File: config.mk
export PLATFORM = sky130hd
export DESIGN_NAME = sliding_window_average
export DESIGN_NICKNAME = d
export VERILOG_FILES = /design/src/hw/rtl/swa_pkg.sv /design/src/hw/rtl/sliding_window_average.sv
export VERILOG_INCLUDE_DIRS = /design/src /design/src/hw/rtl
export SDC_FILE = /design/constraint.sdc
export NUM_CORES = 1
export LEC_CHECK = 0
export ABC_AREA = 1
export BUFFER_PORTS_ARGS = -buffer_cell sky130_fd_sc_hd__buf_2
export CORE_MARGIN = 3
export CORE_UTILIZATION = 30
export DETAILED_ROUTE_END_ITERATION = 8
export PLACE_DENSITY = 0.49
export SLEW_MARGIN = 20
export SYNTH_ARGS = -nofsm -noshare
export SYNTH_HDL_FRONTEND = slang
export SYNTH_SLANG_ARGS = --single-unit
File: constraint.sdc
create_clock -name clk -period 5.6 [get_ports clk]
set_clock_uncertainty 0.15 [all_clocks]
set_input_delay 0.84 -clock clk [delete_from_list [all_inputs] [get_ports clk]]
set_output_delay 0.84 -clock clk [all_outputs]
set_load 0.01 [all_outputs]
File: src/hw/rtl/sliding_window_average_macros.svh
// Assertion macros for the sliding window average block.
// Used by the top level; relies on clk and arst_n in the including scope.
`ifndef SLIDING_WINDOW_AVERAGE_MACROS_SVH
`define SLIDING_WINDOW_AVERAGE_MACROS_SVH
`ifndef SYNTH
`define SWA_ASSERT_SAME(lbl, ante, cons) \
	lbl: assert property (@(posedge clk) disable iff (!arst_n) (ante) |-> (cons)) \
		else $error("swa assertion failed");
`define SWA_ASSERT_NEXT(lbl, ante, cons) \
	lbl: assert property (@(posedge clk) disable iff (!arst_n) (ante) |=> (cons)) \
		else $error("swa assertion failed");
`else
`define SWA_ASSERT_SAME(lbl, ante, cons)
`define SWA_ASSERT_NEXT(lbl, ante, cons)
`endif
`endif

File: src/hw/rtl/swa_pkg.sv
// Package for the sliding window average block: widths and sequencer states.
// No dependencies.
`default_nettype none
package swa_pkg;
	localparam int SAMPLE_W  = 32;
	localparam int SUM_W     = 40;
	localparam int DIV_CNT_W = $clog2(SUM_W);

	typedef enum logic [2:0] {
		ST_IDLE,
		ST_DIFF,
		ST_SUM,
		ST_ABS,
		ST_DIV,
		ST_DONE
	} swa_state_t;
endpackage
`default_nettype wire

File: src/hw/rtl/sliding_window_average.sv
// Moving average over the last WINDOW_LENGTH signed 32-bit samples.
// Depends on swa_pkg and sliding_window_average_macros.svh.
//
// Usage:
//   s_axis carries one sample per word (tdata). m_axis returns one word per
//   sample: tdata is the average, tuser is set once the window has filled.
//   Until the window fills, the sum is divided by the samples seen so far.
//   After acceptance the block steps through the difference, sum, absolute
//   value, divide and done states; s_axis_tready is high only while the
//   block is idle. The pace is set by the restoring divider, which takes
//   one quotient bit per cycle over the 40-bit sum.
//   A finished result sits in the output register; a new sample is accepted
//   while it waits. If m_axis_tready stays low, the next result holds in
//   the final step until the output register frees up, stalling the input.
//   Reset (arst_n low, asynchronous) empties the window, clears the sum,
//   the write position and the full flag, and drops m_axis_tvalid.
//   No clearing pass: slots not yet written are taken as zero until the window
//   has wrapped once.
`default_nettype none
`include "sliding_window_average_macros.svh"
module sliding_window_average #(
	parameter int WINDOW_LENGTH = 16
) (
	input  wire logic        clk,
	input  wire logic        arst_n,
	input  wire logic        s_axis_tvalid,
	output logic             s_axis_tready,
	input  wire logic [31:0] s_axis_tdata,  // [31:0] sample
	output logic             m_axis_tvalid,
	input  wire logic        m_axis_tready,
	output logic      [31:0] m_axis_tdata,  // [31:0] average
	output logic             m_axis_tuser   // [0] window_full
);
	localparam int PW = $clog2(WINDOW_LENGTH);
	localparam int CW = $clog2(WINDOW_LENGTH + 1);
	localparam int SW = swa_pkg::SAMPLE_W;
	localparam int AW = swa_pkg::SUM_W;
	localparam int DW = swa_pkg::DIV_CNT_W;

	swa_pkg::swa_state_t state_q, state_d;

	logic [SW-1:0] ring [WINDOW_LENGTH];
	logic [SW-1:0] old_q;
	logic [SW-1:0] sample_q;
	logic          old_vld_q;
	logic [PW-1:0] pos_q;
	logic          filled_q;
	logic [CW-1:0] divisor_q;
	logic [AW-1:0] sum_q;
	logic [SW:0]   diff_q;
	logic [AW-1:0] dividend_q;
	logic [CW-1:0] rem_q;
	logic          neg_q;
	logic [DW-1:0] cnt_q;
	logic          out_valid_q;
	logic [SW-1:0] out_avg_q;
	logic          out_full_q;

	logic          accept;
	logic          load_out;
	logic [CW-1:0] pos_inc;
	logic          wrap;
	logic [CW:0]   rem_sh;
	logic          ge;
	logic [CW:0]   rem_sub;
	logic [SW-1:0] quot;
	logic          div_last;

	assign accept  = s_axis_tvalid && s_axis_tready;
	assign pos_inc = CW'(pos_q) + CW'(1);
	assign wrap    = pos_inc == CW'(WINDOW_LENGTH);

	// one quotient bit per cycle
	assign rem_sh   = {rem_q, dividend_q[AW-1]};
	assign ge       = rem_sh >= {1'b0, divisor_q};
	assign rem_sub  = rem_sh - {1'b0, divisor_q};
	assign div_last = cnt_q == DW'(AW - 1);
	assign quot     = dividend_q[SW-1:0];

	always_ff @(posedge clk or negedge arst_n) begin
		if (!arst_n) begin
			state_q <= swa_pkg::ST_IDLE;
		end else begin
			state_q <= state_d;
		end
	end

	always_comb begin
		state_d       = state_q;
		s_axis_tready = 1'b0;
		load_out      = 1'b0;
		case (state_q)
			swa_pkg::ST_IDLE: begin
				s_axis_tready = 1'b1;
				if (s_axis_tvalid) begin
					state_d = swa_pkg::ST_DIFF;
				end
			end
			swa_pkg::ST_DIFF: state_d = swa_pkg::ST_SUM;
			swa_pkg::ST_SUM:  state_d = swa_pkg::ST_ABS;
			swa_pkg::ST_ABS:  state_d = swa_pkg::ST_DIV;
			swa_pkg::ST_DIV: begin
				if (div_last) begin
					state_d = swa_pkg::ST_DONE;
				end
			end
			swa_pkg::ST_DONE: begin
				if (!out_valid_q || m_axis_tready) begin
					load_out = 1'b1;
					state_d  = swa_pkg::ST_IDLE;
				end
			end
			default: state_d = swa_pkg::ST_IDLE;
		endcase
	end

	// sample ring: read old entry and write new one at the same edge
	always_ff @(posedge clk) begin
		if (accept) begin
			ring[pos_q] <= s_axis_tdata;
			old_q       <= ring[pos_q];
		end
	end

	// control state
	always_ff @(posedge clk or negedge arst_n) begin
		if (!arst_n) begin
			pos_q       <= '0;
			filled_q    <= 1'b0;
			sum_q       <= '0;
			cnt_q       <= '0;
			out_valid_q <= 1'b0;
		end else begin
			if (accept) begin
				pos_q <= wrap ? '0 : pos_inc[PW-1:0];
				if (wrap) begin
					filled_q <= 1'b1;
				end
			end
			if (state_q == swa_pkg::ST_SUM) begin
				sum_q <= sum_q + {{(AW-SW-1){diff_q[SW]}}, diff_q};
			end
			if (state_q == swa_pkg::ST_DIV) begin
				cnt_q <= cnt_q + DW'(1);
			end else begin
				cnt_q <= '0;
			end
			if (load_out) begin
				out_valid_q <= 1'b1;
			end else if (m_axis_tready) begin
				out_valid_q <= 1'b0;
			end
		end
	end

	// datapath
	always_ff @(posedge clk) begin
		if (accept) begin
			sample_q  <= s_axis_tdata;
			old_vld_q <= filled_q;
			divisor_q <= (filled_q || wrap) ? CW'(WINDOW_LENGTH) : pos_inc;
		end
		if (state_q == swa_pkg::ST_DIFF) begin
			diff_q <= {sample_q[SW-1], sample_q}
				- (old_vld_q ? {old_q[SW-1], old_q} : '0);
		end
		if (state_q == swa_pkg::ST_ABS) begin
			neg_q      <= sum_q[AW-1];
			dividend_q <= sum_q[AW-1] ? (~sum_q + AW'(1)) : sum_q;
			rem_q      <= '0;
		end
		if (state_q == swa_pkg::ST_DIV) begin
			dividend_q <= {dividend_q[AW-2:0], ge};
			rem_q      <= ge ? rem_sub[CW-1:0] : rem_sh[CW-1:0];
		end
		if (load_out) begin
			out_avg_q  <= neg_q ? (~quot + SW'(1)) : quot;
			out_full_q <= filled_q;
		end
	end

	assign m_axis_tvalid = out_valid_q;
	assign m_axis_tdata  = out_avg_q;
	assign m_axis_tuser  = out_full_q;

	`SWA_ASSERT_NEXT(a_accept_starts, accept, state_q == swa_pkg::ST_DIFF)
	`SWA_ASSERT_SAME(a_div_nonzero, state_q == swa_pkg::ST_DIV, divisor_q != '0)
	`SWA_ASSERT_SAME(a_rem_below, state_q == swa_pkg::ST_DIV, rem_q < divisor_q)
	`SWA_ASSERT_NEXT(a_full_sticky, filled_q, filled_q)
endmodule
`default_nettype wire
==> results.py <==
metrics = {
    "critical_path": {
        "r2r-end": "ring[2][26]$_DFFE_PP_",
        "r2r_cells": 8,
        "critical_path_class": "reg2reg",
        "cp_data_arrival_time_ns": 3.83,
        "critPathLaunch": "state_q[0]$_DFFE_PN0P_",
        "r2r_start": "state_q[0]$_DFFE_PN0P_",
        "cp-start-kind": "register",
        "crit_fanout": 33,
        "crit_end": "ring[2][26]$_DFFE_PP_",
        "r2r_setup_slack_ns": 1.96,
        "required_ns": 5.79,
        "crit_path_end_kind": "register",
    },
    "clock_network": {
        "cts_tree": "yes",
        "cts_sinks": 749,
        "cts_made_buffers": 84,
        "cts_setup_buffers": 0,
        "htreeDepth": 3,
        "cts_buffer_depth": 3,
        "hold_buffers": 0,
        "clk_pin_slew_worst_paths_ns": 0.07,
        "cts_resized": 0,
        "clk_latency_ns": 0.66,
        "clockRootBuffer": "clkbuf_16",
    },
    "power_and_ir_drop": {
        "power_frac_seq": 0.363,
        "internal-power_mw": 13.3,
        "switching_share": 0.407,
        "irDropWorstVdd_mv": 0.383,
        "leakage_nw": 14.8,
        "pwr-share-comb": 0.396,
        "p_clk_frac": 0.241,
        "switching_power_mw": 9.09,
        "pwr_density_cell_nw_per_um2": 560,
    },
    "grt": {
        "grt_overflow_total": 0,
        "use_met1": 0.208,
        "grtUsageMet3": 0.0279,
        "grt.total_usage": 0.154,
        "busiest_layer": "met2",
        "use_met2": 0.257,
        "antenna_found_initial": 3,
        "grt_pass1_vias": 23900,
        "grt_start_max_net_pins": 171,
        "grt_pass1_wl_mm": 144,
    },
    "die": {
        "die_y_um": 348,
        "fp.coreArea_um2": 115000,
        "start_util": 0.304,
        "ios": 71,
        "rows": 124,
        "die-area_um2": 121000,
        "die_w_um": 348,
    },
    "placement": {
        "globalplace.congestion": 0.821,
        "hpwl_mm": 60.3,
        "placement.io_buffers": 70,
    },
    "sta": {
        "tightest_slew_ns": 1.09,
        "fin_crit_sh": 0.650,
        "final-max-slew-violation-count": 0,
        "whs_ns": 0.127,
        "hold_viol_final": 0,
        "rsz0062_at_grt": "no",
        "max_freq_ghz": 0.275,
        "timing.slew.headroom": 0.270,
        "final.setup.tns_ns": 0,
        "period_needed_ns": 3.64,
        "setup_violations": 0,
    },
    "synthesis": {
        "postSynth.asyncResetShare": 0.0734,
        "ys_ff_latch": 749,
        "synthTopCellsByArea": "edfxtp_1 59%, nand2_1 7.7%, nor2_1 5.0%",
        "dominantRegCellSynth": "edfxtp_1",
        "yosysWarnings": 0,
        "synth_edf_count": 694,
        "syn_nets": 3501,
        "synth_cells": 3378,
        "synth_cell_type_count": 53,
        "synth_area_leader_cell": "edfxtp_1",
        "ys_seq_area_frac": 0.634,
        "syn_area_um2": 35100,
        "avgSynthCellArea_um2": 10.4,
        "yosysTopAreaCellShare": 0.595,
    },
    "route": {
        "route.detailed.drc": 0,
        "drt-total-wl_mm": 94.5,
        "first_pass_iters": 5,
        "via_count": 24200,
        "routedWlPerCell_um": 18.8,
        "via_per_inst": 4.82,
        "ant_nets": 0,
        "drt_iter0_markers": 1695,
    },
    "layout": {
        "nNetsFinal": 3568,
        "diodes": 0,
        "layout-drive-gt1-share": 0.0881,
        "area_growth_pct": 13.9,
    },
    "outcome": {
        "status": "finished clean",
    },
    "worst_hold_path": {
        "hold_path_class": "in2async",
    },
    "flow_run": {
        "max-cap-violations": 0,
    },
}
==> worst max-delay path, stage by stage, from the launching register on <==
cell and delay (ns):
dfrtp_1 0.43, nor2_1 0.14, inv_1 0.10, nor2_1 0.15, nand2_2 0.24, clkinv_2 0.53
nand2_1 0.39, nor2_4 0.74, buf_4 0.43
==> Yosys cell counts (11+ instances only) <==
cell type and n:
dfrtp_1 55, nand3_1 128, nor2_2 11, nand4_1 49, xnor2_1 34, buf_2 48
o21ai_0 335, nor2_1 469, inv_1 245, clkbuf_1 70, ha_1 84, edfxtp_1 694
nor3_1 20, nand2_2 11, o21ai_1 41, o22ai_1 128, nand2_1 715, a21oi_1 83
xor2_1 55
==> layer usage <==
metal,part of all wire,routed length [um]
met4,0.023,2220
met3,0.048,4500
met2,0.47,44500
met1,0.46,43300
met5,0.00014,13
==> per-stage QoR <==
| stage | util | cell area, um2 | setup WS, ns | power (mW) | cells |
|---|---|---|---|---|---|
| global placement | 0.323 | 37200 | 1.79 | 17.1 | 4868 |
| global route | 0.347 | 39900 | 1.70 | 24.1 | 5021 |
| CTS | 0.347 | 39900 | 1.85 | 22.6 | 5020 |
| floorplan | - | 35100 | 1.19 | 14.4 | 3378 |
| detailed placement | 0.323 | 37200 | 1.69 | 17.2 | 4870 |
| finish | 0.347 | 39900 | 1.96 | 22.4 | 5021 |
==> worst min path at each step <==
stage          depth (start not counted)  slack (ns)                    end
3_5_place_dp                           1        0.30     cnt_q[4]$_DFF_PN0_
4_1_cts                                1        0.12  sum_q[30]$_DFFE_PN0P_
2_1_floorplan                          1        0.27     cnt_q[4]$_DFF_PN0_
3_3_place_gp                           1        0.29     cnt_q[4]$_DFF_PN0_
5_1_grt                                1        0.14  sum_q[24]$_DFFE_PN0P_
6_report                               1        0.13  sum_q[24]$_DFFE_PN0P_
==> layout make-up <==
cell class | instances | area [um2]
Fill cell | 11700 | 75200
Clock buffer | 103 | 2240
Multi-Input combinational cell | 2251 | 11500
Tap cell | 1512 | 1890
Sequential cell | 749 | 22200
Timing Repair Buffer | 105 | 663
Clock inverter | 47 | 449
Inverter | 254 | 961
==> cell usage in the layout (no fill, tap or decap), types with 34 or more instances in the layout <==
cell type / netlist / final
a21oi_1: 83 / 83
buf_2: 48 / 70
clkbuf_16: 0 / 86
dfrtp_1: 55 / 53
edfxtp_1: 694 / 694
ha_1: 84 / 84
inv_1: 245 / 243
nand2_1: 715 / 715
nand3_1: 128 / 128
nand4_1: 49 / 49
nor2_1: 469 / 452
o21ai_0: 335 / 334
o21ai_1: 41 / 41
o22ai_1: 128 / 128
xnor2_1: 34 / 34
xor2_1: 55 / 55
==> cell families after synthesis <==
family	after synthesis	synth area share
DFF	749	0.634
and+or+nand+nor	1451	0.173
xor gates and xnor gates	89	0.0222
adders and majority gates	87	0.0317
buffers and inverters	378	0.0430
AOI/OAI and AO/OA	624	0.0966
==> power by group through the flow <==
stage               clock network (mW)  logic (mW)  registers, mW
floorplan                            0        6.61           7.84
global placement                     0        8.87           8.23
detailed placement                   0        8.92           8.24
CTS                               5.54        8.95           8.13
global route                      5.77        10.1           8.22
finish                            5.38        8.85           8.12
==> sequential cells by signal, indices dropped and copies added, names as in the netlist <==
register and flops:
old_vld_q 1, ring 512, diff_q 33, pos_q 4, sample_q 32, sum_q 40
rem_q 5, state_q 3, m_axis_tuser 1, cnt_q 6, old_q 32, neg_q 1
m_axis_tdata 32, dividend_q 40, m_axis_tvalid 1, divisor_q 5, filled_q 1
Power figures use the tool's default switching activity.
